<file path="config.mk">
export PLATFORM = sky130hd
export DESIGN_NAME = dual_dimmer_fade_ramp_unit
export DESIGN_NICKNAME = d
export VERILOG_FILES = /design/src/hdl/ddfr_pkg.sv /design/src/hdl/ddfr_cfg_regs.sv /design/src/hdl/dual_dimmer_fade_ramp_unit.sv
export VERILOG_INCLUDE_DIRS = /design/src /design/src/hdl
export SDC_FILE = /design/constraint.sdc
export NUM_CORES = 1
export LEC_CHECK = 0
export ABC_AREA = 1
export BUFFER_PORTS_ARGS = -buffer_cell sky130_fd_sc_hd__buf_2
export CAP_MARGIN = 30
export CORE_MARGIN = 2
export CORE_UTILIZATION = 49
export CTS_CLUSTER_DIAMETER = 200
export DETAILED_ROUTE_END_ITERATION = 8
export PLACE_DENSITY = 0.67
export REMOVE_ABC_BUFFERS = 1
export SLEW_MARGIN = 20
export SYNTH_ARGS = -nofsm -noshare
export SYNTH_HDL_FRONTEND = slang
export SYNTH_HIERARCHICAL = 1
export SYNTH_SLANG_ARGS = --single-unit
</file>
<file path="constraint.sdc">
create_clock -name clk -period 5.8 [get_ports clk]
set_input_delay 1.16 -clock clk [delete_from_list [all_inputs] [get_ports clk]]
set_output_delay 1.16 -clock clk [all_outputs]
set_load 0.05 [all_outputs]
</file>
<file path="src/hdl/assert_macros.svh">
// ----------------------------------------------------------------------------
// Assertion macros
// Shared concurrent checks. They are empty when SYNTH is defined.
// ----------------------------------------------------------------------------
`ifndef ASSERT_MACROS_SVH
`define ASSERT_MACROS_SVH

`ifndef SYNTH
// The property must hold at every clock edge outside reset.
`define DDFR_ALWAYS(lbl, prop) \
  lbl: assert property (@(posedge clk) disable iff (rst) (prop)) \
    else $error("ddfr assertion failed");
// When ante holds, cons must hold at the next clock edge.
`define DDFR_NEXT(lbl, ante, cons) \
  lbl: assert property (@(posedge clk) disable iff (rst) (ante) |=> (cons)) \
    else $error("ddfr assertion failed");
`else
`define DDFR_ALWAYS(lbl, prop)
`define DDFR_NEXT(lbl, ante, cons)
`endif

`endif

</file>
<file path="src/hdl/ddfr_pkg.sv">
// ----------------------------------------------------------------------------
// ddfr_pkg
// Types, codes and reset values shared by the dimmer ramp modules.
// ----------------------------------------------------------------------------
`default_nettype none

package ddfr_pkg;

  localparam int OpW      = 3;
  localparam int LevelW   = 7;
  localparam int IntW     = 8;
  localparam int IdleW    = 18;
  localparam int CfgIdxW  = 3;
  localparam int CfgDataW = 18;

  localparam logic [LevelW-1:0] LevelMax = 7'd100;

  typedef enum logic [OpW-1:0] {
    OP_TICK        = 3'd0,
    OP_ACTIVITY    = 3'd1,
    OP_SET_TARGET  = 3'd2,
    OP_RESET       = 3'd3,
    OP_DISCONNECT  = 3'd4,
    OP_TIMEOUT_ON  = 3'd5,
    OP_TIMEOUT_OFF = 3'd6
  } opcode_t;

  typedef enum logic [CfgIdxW-1:0] {
    CFG_FAST_INTERVAL   = 3'd0,
    CFG_MEDIUM_INTERVAL = 3'd1,
    CFG_SLOW_INTERVAL   = 3'd2,
    CFG_FAST_ZONE       = 3'd3,
    CFG_SLOW_ZONE       = 3'd4,
    CFG_IDLE_TIMEOUT    = 3'd5
  } cfg_index_t;

  typedef struct packed {
    logic [IntW-1:0]   fast_interval;
    logic [IntW-1:0]   medium_interval;
    logic [IntW-1:0]   slow_interval;
    logic [LevelW-1:0] fast_zone;
    logic [LevelW-1:0] slow_zone;
    logic [IdleW-1:0]  idle_timeout;
  } cfg_t;

  localparam cfg_t CfgReset = '{
    fast_interval:   8'd15,
    medium_interval: 8'd25,
    slow_interval:   8'd50,
    fast_zone:       7'd10,
    slow_zone:       7'd2,
    idle_timeout:    18'd60000
  };

endpackage

`default_nettype wire

</file>
<file path="src/hdl/ddfr_cfg_regs.sv">
// ----------------------------------------------------------------------------
// ddfr_cfg_regs
// Configuration register file: fade intervals, zones and idle timeout.
// ----------------------------------------------------------------------------
`default_nettype none

module ddfr_cfg_regs (
  input  wire logic                          clk,
  input  wire logic                          rst,
  input  wire logic                          wr_en,
  input  wire logic [ddfr_pkg::CfgIdxW-1:0]  wr_index,
  input  wire logic [ddfr_pkg::CfgDataW-1:0] wr_data,
  output ddfr_pkg::cfg_t                     cfg
);
  import ddfr_pkg::*;

  cfg_t cfg_q;

  always_ff @(posedge clk) begin
    if (rst) begin
      cfg_q <= CfgReset;
    end else if (wr_en) begin
      case (cfg_index_t'(wr_index))
        CFG_FAST_INTERVAL:   cfg_q.fast_interval   <= wr_data[IntW-1:0];
        CFG_MEDIUM_INTERVAL: cfg_q.medium_interval <= wr_data[IntW-1:0];
        CFG_SLOW_INTERVAL:   cfg_q.slow_interval   <= wr_data[IntW-1:0];
        CFG_FAST_ZONE:       cfg_q.fast_zone       <= wr_data[LevelW-1:0];
        CFG_SLOW_ZONE:       cfg_q.slow_zone       <= wr_data[LevelW-1:0];
        CFG_IDLE_TIMEOUT:    cfg_q.idle_timeout    <= wr_data[IdleW-1:0];
        default: begin
          // Indexes past the list are dropped.
        end
      endcase
    end
  end

  assign cfg = cfg_q;

endmodule

`default_nettype wire

</file>
<file path="src/hdl/dual_dimmer_fade_ramp_unit.sv">
// ----------------------------------------------------------------------------
// dual_dimmer_fade_ramp_unit
// Two-channel slew-limited dimmer ramp driven by millisecond ticks and commands.
// ----------------------------------------------------------------------------
// Each input beat is either a one-millisecond tick or a command. The block
// keeps a current and a target brightness (0 to 100 percent) for channels A
// and B; whenever the fade interval has elapsed on a tick, each channel moves
// one percent toward its target. The interval is picked from channel A's
// distance to its target (fast, medium or slow). Commands set both targets,
// clear them, disconnect both channels at once, restart the idle timer, or
// arm and disarm an idle timeout that zeroes the targets after a quiet
// period. Every input beat yields exactly one result beat carrying both
// levels, their drive enables and three event flags. The block takes one
// beat per clock cycle when the output side does not stall; a beat passes
// through an input register, combinational update logic and the result
// register. Configuration writes are always ready and take effect at the
// next beat.
// ----------------------------------------------------------------------------
`default_nettype none

module dual_dimmer_fade_ramp_unit (
  input  wire logic                          clk,
  input  wire logic                          rst,
  // Configuration write channel.
  input  wire logic                          cfg_valid,
  output logic                               cfg_ready,
  input  wire logic [ddfr_pkg::CfgIdxW-1:0]  cfg_index,
  input  wire logic [ddfr_pkg::CfgDataW-1:0] cfg_data,
  // Input channel.
  input  wire logic                          in_valid,
  output logic                               in_stall,
  input  wire logic [ddfr_pkg::OpW-1:0]      opcode,
  input  wire logic [ddfr_pkg::LevelW-1:0]   level,
  // Result channel.
  output logic                               out_valid,
  input  wire logic                          out_stall,
  output logic [ddfr_pkg::LevelW-1:0]        power_a,
  output logic                               drive_on_a,
  output logic [ddfr_pkg::LevelW-1:0]        power_b,
  output logic                               drive_on_b,
  output logic                               stepped,
  output logic                               timed_out,
  output logic                               rejected
);
  import ddfr_pkg::*;

  `include "assert_macros.svh"

  // Step one percent toward the goal, or hold when already there.
  function automatic logic [LevelW-1:0] step_toward(input logic [LevelW-1:0] now,
                                                    input logic [LevelW-1:0] goal);
    logic [LevelW-1:0] r;
    if (goal > now) begin
      r = now + 7'd1;
    end else if (goal < now) begin
      r = now - 7'd1;
    end else begin
      r = now;
    end
    return r;
  endfunction

  cfg_t cfg;

  // Handshake and input register.
  logic              out_free;
  logic              s1_fire;
  logic              in_fire;
  logic              s1_valid;
  opcode_t           s1_op;
  logic [LevelW-1:0] s1_level;

  // Ramp state.
  logic [LevelW-1:0] level_now_a, level_now_b, level_goal_a, level_goal_b;
  logic [IntW-1:0]   fade_elapsed;
  logic [IdleW-1:0]  idle_elapsed;
  logic              activity_seen;
  logic              timeout_armed;

  logic [LevelW-1:0] level_now_a_next, level_now_b_next;
  logic [LevelW-1:0] level_goal_a_next, level_goal_b_next;
  logic [IntW-1:0]   fade_elapsed_next;
  logic [IdleW-1:0]  idle_elapsed_next;
  logic              activity_seen_next;
  logic              timeout_armed_next;
  logic              stepped_next, timed_out_next, rejected_next;

  logic [LevelW-1:0] dist_a;
  logic [IntW-1:0]   interval;
  logic [IntW-1:0]   fade_inc;
  logic [IdleW-1:0]  idle_inc;
  logic              is_command;

  ddfr_cfg_regs u_cfg (
    .clk      (clk),
    .rst      (rst),
    .wr_en    (cfg_valid && cfg_ready),
    .wr_index (cfg_index),
    .wr_data  (cfg_data),
    .cfg      (cfg)
  );

  assign cfg_ready = 1'b1;

  // The result register frees up when it is empty or its beat is taken.
  // The input register moves on whenever the result register can load, so a
  // new beat is taken in the same cycle the previous one moves forward.
  assign out_free = !out_valid || !out_stall;
  assign s1_fire  = s1_valid && out_free;
  assign in_stall = s1_valid && !out_free;
  assign in_fire  = in_valid && !in_stall;

  always_ff @(posedge clk) begin
    if (rst) begin
      s1_valid <= 1'b0;
    end else if (in_fire) begin
      s1_valid <= 1'b1;
    end else if (s1_fire) begin
      s1_valid <= 1'b0;
    end
  end

  always_ff @(posedge clk) begin
    if (in_fire) begin
      s1_op    <= opcode_t'(opcode);
      s1_level <= level;
    end
  end

  // Update logic for the beat held in the input register. It sees the state
  // left by every earlier beat, since state only changes as a beat leaves.
  always_comb begin
    level_now_a_next   = level_now_a;
    level_now_b_next   = level_now_b;
    level_goal_a_next  = level_goal_a;
    level_goal_b_next  = level_goal_b;
    fade_elapsed_next  = fade_elapsed;
    idle_elapsed_next  = idle_elapsed;
    activity_seen_next = activity_seen;
    timeout_armed_next = timeout_armed;
    stepped_next       = 1'b0;
    timed_out_next     = 1'b0;
    rejected_next      = 1'b0;
    is_command         = 1'b1;

    // The fade interval follows channel A's distance to its target.
    dist_a = (level_goal_a > level_now_a) ? (level_goal_a - level_now_a)
                                          : (level_now_a - level_goal_a);
    if (dist_a > cfg.fast_zone) begin
      interval = cfg.fast_interval;
    end else if (dist_a > cfg.slow_zone) begin
      interval = cfg.medium_interval;
    end else begin
      interval = cfg.slow_interval;
    end

    // Both elapsed counters saturate at their all-ones value.
    fade_inc = (&fade_elapsed) ? fade_elapsed : (fade_elapsed + 8'd1);
    idle_inc = (&idle_elapsed) ? idle_elapsed : (idle_elapsed + 18'd1);

    case (s1_op)
      OP_TICK: begin
        is_command        = 1'b0;
        fade_elapsed_next = fade_inc;
        if (fade_inc >= interval) begin
          fade_elapsed_next = '0;
          level_now_a_next  = step_toward(level_now_a, level_goal_a);
          level_now_b_next  = step_toward(level_now_b, level_goal_b);
          stepped_next      = (level_now_a != level_goal_a) ||
                              (level_now_b != level_goal_b);
        end
        // The idle timer only runs once some command has been seen.
        if (activity_seen) begin
          idle_elapsed_next = idle_inc;
          if (timeout_armed && (idle_inc > cfg.idle_timeout)) begin
            level_goal_a_next = '0;
            level_goal_b_next = '0;
            idle_elapsed_next = '0;
            timed_out_next    = 1'b1;
          end
        end
      end
      OP_ACTIVITY: begin
        // Only restarts the idle timer.
      end
      OP_SET_TARGET: begin
        if (s1_level > LevelMax) begin
          rejected_next = 1'b1;
        end else begin
          level_goal_a_next = s1_level;
          level_goal_b_next = s1_level;
        end
      end
      OP_RESET: begin
        level_goal_a_next  = '0;
        level_goal_b_next  = '0;
        timeout_armed_next = 1'b1;
      end
      OP_DISCONNECT: begin
        level_now_a_next  = '0;
        level_now_b_next  = '0;
        level_goal_a_next = '0;
        level_goal_b_next = '0;
      end
      OP_TIMEOUT_ON: begin
        timeout_armed_next = 1'b1;
      end
      OP_TIMEOUT_OFF: begin
        timeout_armed_next = 1'b0;
      end
      default: begin
        // The unused opcode changes nothing and reports current levels.
        is_command = 1'b0;
      end
    endcase

    if (is_command) begin
      activity_seen_next = 1'b1;
      idle_elapsed_next  = '0;
    end
  end

  always_ff @(posedge clk) begin
    if (rst) begin
      level_now_a   <= '0;
      level_now_b   <= '0;
      level_goal_a  <= '0;
      level_goal_b  <= '0;
      fade_elapsed  <= '0;
      idle_elapsed  <= '0;
      activity_seen <= 1'b0;
      timeout_armed <= 1'b1;
    end else if (s1_fire) begin
      level_now_a   <= level_now_a_next;
      level_now_b   <= level_now_b_next;
      level_goal_a  <= level_goal_a_next;
      level_goal_b  <= level_goal_b_next;
      fade_elapsed  <= fade_elapsed_next;
      idle_elapsed  <= idle_elapsed_next;
      activity_seen <= activity_seen_next;
      timeout_armed <= timeout_armed_next;
    end
  end

  // Result register.
  always_ff @(posedge clk) begin
    if (rst) begin
      out_valid <= 1'b0;
    end else if (out_free) begin
      out_valid <= s1_valid;
    end
  end

  always_ff @(posedge clk) begin
    if (s1_fire) begin
      power_a    <= level_now_a_next;
      drive_on_a <= (level_now_a_next != '0);
      power_b    <= level_now_b_next;
      drive_on_b <= (level_now_b_next != '0);
      stepped    <= stepped_next;
      timed_out  <= timed_out_next;
      rejected   <= rejected_next;
    end
  end

  // Levels never leave the percent range, since targets are range-checked.
  `DDFR_ALWAYS(a_level_range, level_now_a <= LevelMax && level_now_b <= LevelMax)
  // A fired timeout leaves both targets at zero.
  `DDFR_NEXT(a_timeout_zeroes, s1_fire && timed_out_next, level_goal_a == '0 && level_goal_b == '0)
  // Tick flags and the reject flag never share a result beat.
  `DDFR_ALWAYS(a_flag_exclusive, !(out_valid && rejected && (stepped || timed_out)))
  // The idle timer stays at zero until the first command.
  `DDFR_ALWAYS(a_idle_quiet, activity_seen || idle_elapsed == '0)

endmodule

`default_nettype wire
</file>
# Yosys cells after proc, flatten, opt, wreduce, memory -nomap -nowiden
# Cells that the tools add are included.
# word_totals
reg_bits	136
inputBits	36
out_inout_bits	22
wordCells	122
# op_classes
add_sub_neg	8
magnitude_cmp	9
eq_ne	16
n_mux	28
n_reduce_logical	37
# ops
op	count
18-bit two-way mux	5
7-bit two-way mux	10
8-bit two-way mux	4
7-bit > comparator	4
7-bit case mux with 2 select lines	2
2-bit AND reduction	11
7-bit case mux with 3 select lines	1
18-bit by 1-bit adder with 18-bit output (second input constant)	1
18-bit > comparator	1
18-bit AND reduction	1
3-bit equality test (second input constant)	5
7-bit by 1-bit adder with 7-bit output (second input constant)	2
7-bit < comparator	2
7-bit inequality test	2
7-bit nonzero test	2
7-bit by 1-bit subtractor with 7-bit output (second input constant)	2
7-bit subtractor	2
3-bit by 2-bit equality test with 1-bit output (second input constant)	4
8-bit by 1-bit adder with 8-bit output (second input constant)	1
8-bit >= comparator	1
8-bit AND reduction	1
2-bit nonzero test	4
7-bit > comparator (second input constant)	1
3-bit by 1-bit equality test with 1-bit output (second input constant)	2
12 further kinds	27

# Longest topological paths before layout
# logic_depth
ltp_word	9
depth_mapped	40
mapped_depth_nobuf	39

# Modules after synthesis
# The synthesis kept the hierarchy.
# modules_own_cells
mod	instances	cells_each	area_per_inst_um2	seq_area_each_um2
dual_dimmer_fade_ramp_unit	1	893	6298.5	1891.8
ddfr_cfg_regs	1	313	2268.4	1121.1

# Worst setup path before layout
# OpenSTA, ideal clock, no wires.
# synth_path
kind	register to register
startpoint	register level_now_a[2]
endpoint	register drive_on_b (data pin)
setup_ns	0.254
t_arrival_ns	4.431
t_required_ns	5.546
slack_ns	1.115
path_stages_with_launch	36
n_path_buf	3
synth_period_minus_slack_ns	4.685
path_cell_list	dfxtp_1 -> inv_1 -> ha_1 -> buf_2 -> nand2_1 -> nor3_4 -> inv_2 -> nand2_4 -> buf_6 -> nand2_1 -> nand2_1 -> nand3_1 -> nand2_1 -> xnor2_1 -> inv_1 -> ha_1 -> nand2_1 -> nor2_1 -> nand2_1 -> o211ai_1 -> nand2_1 -> inv_1 -> nand2_1 -> nand3_1 -> o21ai_0 -> ha_1 -> nand2_1 -> nor2_1 -> nand4_1 -> nand3_1 -> buf_2 -> nand4_1 -> nand3_1 -> nand3_1 -> nor2_1 -> nand2_1
# synth_via
elab_chain_len	9
word_cells_on_any_way	12
classes_between	add/sub: 2; order compare: 4; mux: 5; reduce/logical: 1
# synth_lines
element	line_no	text
start: declaration	dual_dimmer_fade_ramp_unit.sv:74	logic [LevelW-1:0] level_now_a, level_now_b, level_goal_a, level_goal_b;
start signal: assignment	dual_dimmer_fade_ramp_unit.sv:234	level_now_a <= level_now_a_next;
7-bit subtractor, or another cell as far along	dual_dimmer_fade_ramp_unit.sv:148	: (level_now_a - level_goal_a);
7-bit two-way mux (*)	dual_dimmer_fade_ramp_unit.sv:147	dist_a = (level_goal_a > level_now_a) ? (level_goal_a - level_now_a)
7-bit > comparator	dual_dimmer_fade_ramp_unit.sv:151	end else if (dist_a > cfg.slow_zone) begin
8-bit two-way mux	dual_dimmer_fade_ramp_unit.sv:151	
8-bit two-way mux (*)	dual_dimmer_fade_ramp_unit.sv:149	if (dist_a > cfg.fast_zone) begin
8-bit >= comparator (*)	dual_dimmer_fade_ramp_unit.sv:165	if (fade_inc >= interval) begin
7-bit two-way mux (*)	dual_dimmer_fade_ramp_unit.sv:165	
7-bit case mux with 2 select lines (*)	dual_dimmer_fade_ramp_unit.sv:161	case (s1_op)
7-bit nonzero test (*)	dual_dimmer_fade_ramp_unit.sv:259	drive_on_b <= (level_now_b_next != '0);
end signal: assignment	dual_dimmer_fade_ramp_unit.sv:259	
end: declaration	dual_dimmer_fade_ramp_unit.sv:40	output logic drive_on_b,
# Mark *: on every way between the ends. The rest lies on a longest branch, timed or not.
# A chain may end at the register's enable or synchronous reset.

# Final worst setup path
# layout_path
startpoint	register level_now_a[4]
endpoint	register drive_on_a (data pin)
# layout_via
elab_chain_len	9
word_cells_on_any_way	17
classes_between	add/sub: 4; order compare: 5; mux: 7; reduce/logical: 1
# layout_lines
element	line_no	text
7-bit subtractor, or another cell as far along	dual_dimmer_fade_ramp_unit.sv:148	
7-bit two-way mux	dual_dimmer_fade_ramp_unit.sv:147	
7-bit > comparator	dual_dimmer_fade_ramp_unit.sv:151	
8-bit two-way mux	dual_dimmer_fade_ramp_unit.sv:151	
8-bit two-way mux	dual_dimmer_fade_ramp_unit.sv:149	
8-bit >= comparator	dual_dimmer_fade_ramp_unit.sv:165	
7-bit two-way mux (*)	dual_dimmer_fade_ramp_unit.sv:165	
7-bit case mux with 2 select lines (*)	dual_dimmer_fade_ramp_unit.sv:161	
via level_now_a_next[6]	dual_dimmer_fade_ramp_unit.sv:80	logic [LevelW-1:0] level_now_a_next, level_now_b_next;
7-bit nonzero test (*)	dual_dimmer_fade_ramp_unit.sv:257	drive_on_a <= (level_now_a_next != '0);
end signal: assignment	dual_dimmer_fade_ramp_unit.sv:257	
end: declaration	dual_dimmer_fade_ramp_unit.sv:38	output logic drive_on_a,
# Mark *: on every way through the listed nets, which the timed path passes. The rest lies on a longest branch.

==> qor.csv <==
stage;metric;value;unit
job;max-cap violation count;0;
clock_network;clk sink count;136;
power;worst vdd ir;221;uV
timing;final worst-path cycle share;90.1;%
routing;Initial DRC Count;541;
final_layout;Area growth syn-to-layout;12.6;%
synth;Ys Warns;6;
timing;measured slew at the worst slew-check pin;0.883;ns
timing;setup TNS;0;ns
floorplanning;core area;0.0172;mm^2
clock_network;CTS tree;done;
timing;Clock Skew;0.00946;ns
floorplanning;Initial Utilization;49.9;%
placement;hpwl dp;14800;um
setup_path;CP endpoint kind;flip-flop;
grt;number of global-route vias before repair;7082;
synth;synthesis-stage register bit count;136;
grt;All-Layer GR Usage;23.4;%
clock_network;Reg clk slew, reported paths;0.06;ns
setup_path;CP Max Fanout;16;
timing;fin. max-slew vios;0;
synth;number of synthesized flops with an enable pin;29;
synth;Avg Inst Size Synth;7.10;um^2
timing;final count of negative-setup-slack endpoints;0;
setup_path;Required @ worst endpoint;5.98;ns
synth;Synth Flop Type;dfxtp_1;
setup_path;most frequent CP cell;nand2_1;
floorplanning;Die W;136;um
timing;Peak Freq;191;MHz
synth;Synth top area share;25.0;%
final_layout;nets@finish;1361;
synth;Mapped Area;0.00857;mm^2
synth;distinct cell type count after synthesis;46;
placement;Port-buffer cells;56;
clock_network;CTS Buffer Depth;2;
synth;post-synthesis instance total;1206;
clock_network;clk root buf;clkbuf_16;
grt;GRT overflow;0;
setup_path;worst reg-to-reg setup slack;0.57;ns
floorplanning;boundary pin count;58;
timing;Final min period;5.23;ns
routing;Vias/cell;5.14;
setup_path;Setup CP Type;reg -> reg;
setup_path;Worst path top cell family by delay;simple AND/OR/NAND/NOR gates;
setup_path;CP peak stage delay;0.40;ns
setup_path;Startpoint Class;flip-flop;
power;PwrDens;302;mW/mm^2
clock_network;cts hold-fix bufs;0;
outcome;status;finished, final reports clean;
setup_path;slowest stage cell, crit path;dfxtp_1;
synth;Area contributors post-synth;dfxtp_1 (25%), nand2_1 (12%), edfxtp_1 (10%), ha_1 (9.8%), nand3_1 (8.9%);
routing;drt drc;0;
grt;first-pass GRT wire length;34200;um
hold_path;HP Class;reg -> reg;
routing;ANT nets after route;0;
clock_network;clk_lat worst skew;0.43;ns
setup_path;crit path DAT;5.41;ns
timing;Slew HR;41.1;%
clock_network;cts bufs inserted;17;
placement;routability congestion estimate;0.939;
setup_path;Buf+Inv Stages, Crit Path;3;
routing;Routed WL;20300;um
routing;DR WL/cell;13.6;um
floorplanning;die area;0.0186;mm^2
power;total chip power;2.91;mW
synth;post-synth top area cell;dfxtp_1;
timing;Final Hold Fails;0;
synth;Post-synth ARST share;0;%
grt;antenna violations before repair;2;
floorplanning;FP Rows;48;
routing;vias after detailed routing;7689;
clock_network;htree depth;4;
floorplanning;Die Height;136;um
final_layout;final core utilization;56.2;%
power;leakage;4.65;nW
grt;largest net degree at the start of global routing;57;
synth;sequential share of the synthesized area;35.2;%
routing;First-pass DRT Iterations;5;
final_layout;layout cells sized above 1;12.3;%
==> power breakdown <==
part	total (mW)	switching, mW	internal (mW)
sequential	1.03	0.0269	1.01
combinational	0.761	0.500	0.262
clock	1.12	0.438	0.678
==> tightest hold or removal path: cells and delay by family, from the launching register on <==
family | cells | cell delay, ns
flops | 1 | 0.30
buf+inv | 1 | 0.06
compound gates | 1 | 0.06
==> cell usage in the layout, fill, tap and decap left out, types with 2 or more instances in the layout <==
cell type    n
buf_2       56
nor2_8       2
nand3b_1     4
nand3_1    152
ha_1        67
fa_1         2
a21oi_2      2
clkinv_4     3
mux2_2       2
nor2_4       9
o211ai_1     4
xor2_1      17
o21ai_0     32
nand2_2     18
nand2_1    284
inv_1      143
o21ai_1      5
nand3_4      2
nor3_4       3
clkbuf_16   18
inv_6        3
nor2_2       5
bufinv_16    2
nor4_1       3
a22oi_1      7
nor3_1       8
edfxtp_1    29
nand4_1     13
clkbuf_1     2
a21oi_1     68
xnor2_1     10
dfxtp_1    106
nand2_4      3
nor2_1     146
buf_4        8
inv_2       13
==> path summary, 6_finish.rpt <==
check                                     from       endpoint  cells past startpoint
worst max-delay path            level_now_a[4]     drive_on_a                     32
worst max register to register  level_now_a[4]     drive_on_a                     32
worst min register to register   activity_seen  activity_seen                      2
worst min-delay path             activity_seen  activity_seen                      2
==> flip-flops by register name, summed over array words and instances (netlist names), 3 cells and up <==
| signal | cells |
|---|---|
| idle_elapsed | 18 |
| s1_op | 3 |
| level_now_a | 7 |
| power_b | 7 |
| power_a | 7 |
| level_now_b | 7 |
| fade_elapsed | 8 |
| u_cfg/cfg | 56 |
| level_goal_b | 7 |
| s1_level | 7 |
==> synth_stat cells, types with 13 or more instances <==
library cell,instances
o21ai_0,32
a21oi_1,68
xor2_1,17
nand4_1,13
ha_1,67
dfxtp_1,107
inv_1,144
nor2_1,147
nand2_2,18
nand3_1,153
nand2_1,284
edfxtp_1,29
==> repair_timing <==
item                                    in CTS  in global routing
setup buffers                                0                  0
endpoints found under the setup margin       0                 29
resized for setup                            0                  5
endpoints found under the hold margin        0                  0
==> area by class of cell <==
type / instances / area (um^2)
timing repair buffer: 64 / 340
clock buffer: 21 / 472
sequential: 136 / 3010
antenna: 1 / 2.50
clock inverter: 11 / 135
inverter: 156 / 586
tap: 225 / 282
multi-input combinational: 881 / 4820
fill: 1736 / 7530
==> through the flow <==
step | instances | hold WS (ns) | instance area (um^2) | setup slack, ns
global route | 1494 | 0.491 | 9650 | -0.0111
CTS | 1494 | 0.460 | 9630 | 0.277
global placement | 1462 | 0.442 | 9020 | 0.433
detailed placement | 1462 | 0.445 | 9020 | 0.329
finish | 1495 | 0.455 | 9650 | 0.572
floorplan | 1173 | 0.429 | 8390 | 0.975
==> routing by layer <==
metal / GRT usage, % / vias up / part of all wire (%)
met5: 0 / - / 0.064
met4: 9.20 / 2 / 2.2
met3: 4.59 / 35 / 4.1
met2: 38.3 / 163 / 47
met1: 30.4 / 3466 / 47
li1: - / 4023 / -
==> cell families (layout without fill, tap and decap cells) <==
logic type / after synthesis / in the layout / share of synthesized area (%)
AND/OR/NAND/NOR: 655 / 655 / 34.5
buffers and inverters: 189 / 252 / 8.89
flip-flops: 136 / 136 / 35.2
AO/OA/AOI/OAI: 127 / 127 / 8.16
adder cells (fa/ha/maj): 69 / 69 / 10.3
XOR/XNOR: 27 / 27 / 2.76
multiplexers: 2 / 2 / 0.263
other: 1 / 2 / 0.0438
Note: power is estimated with default switching activity, not from simulation.
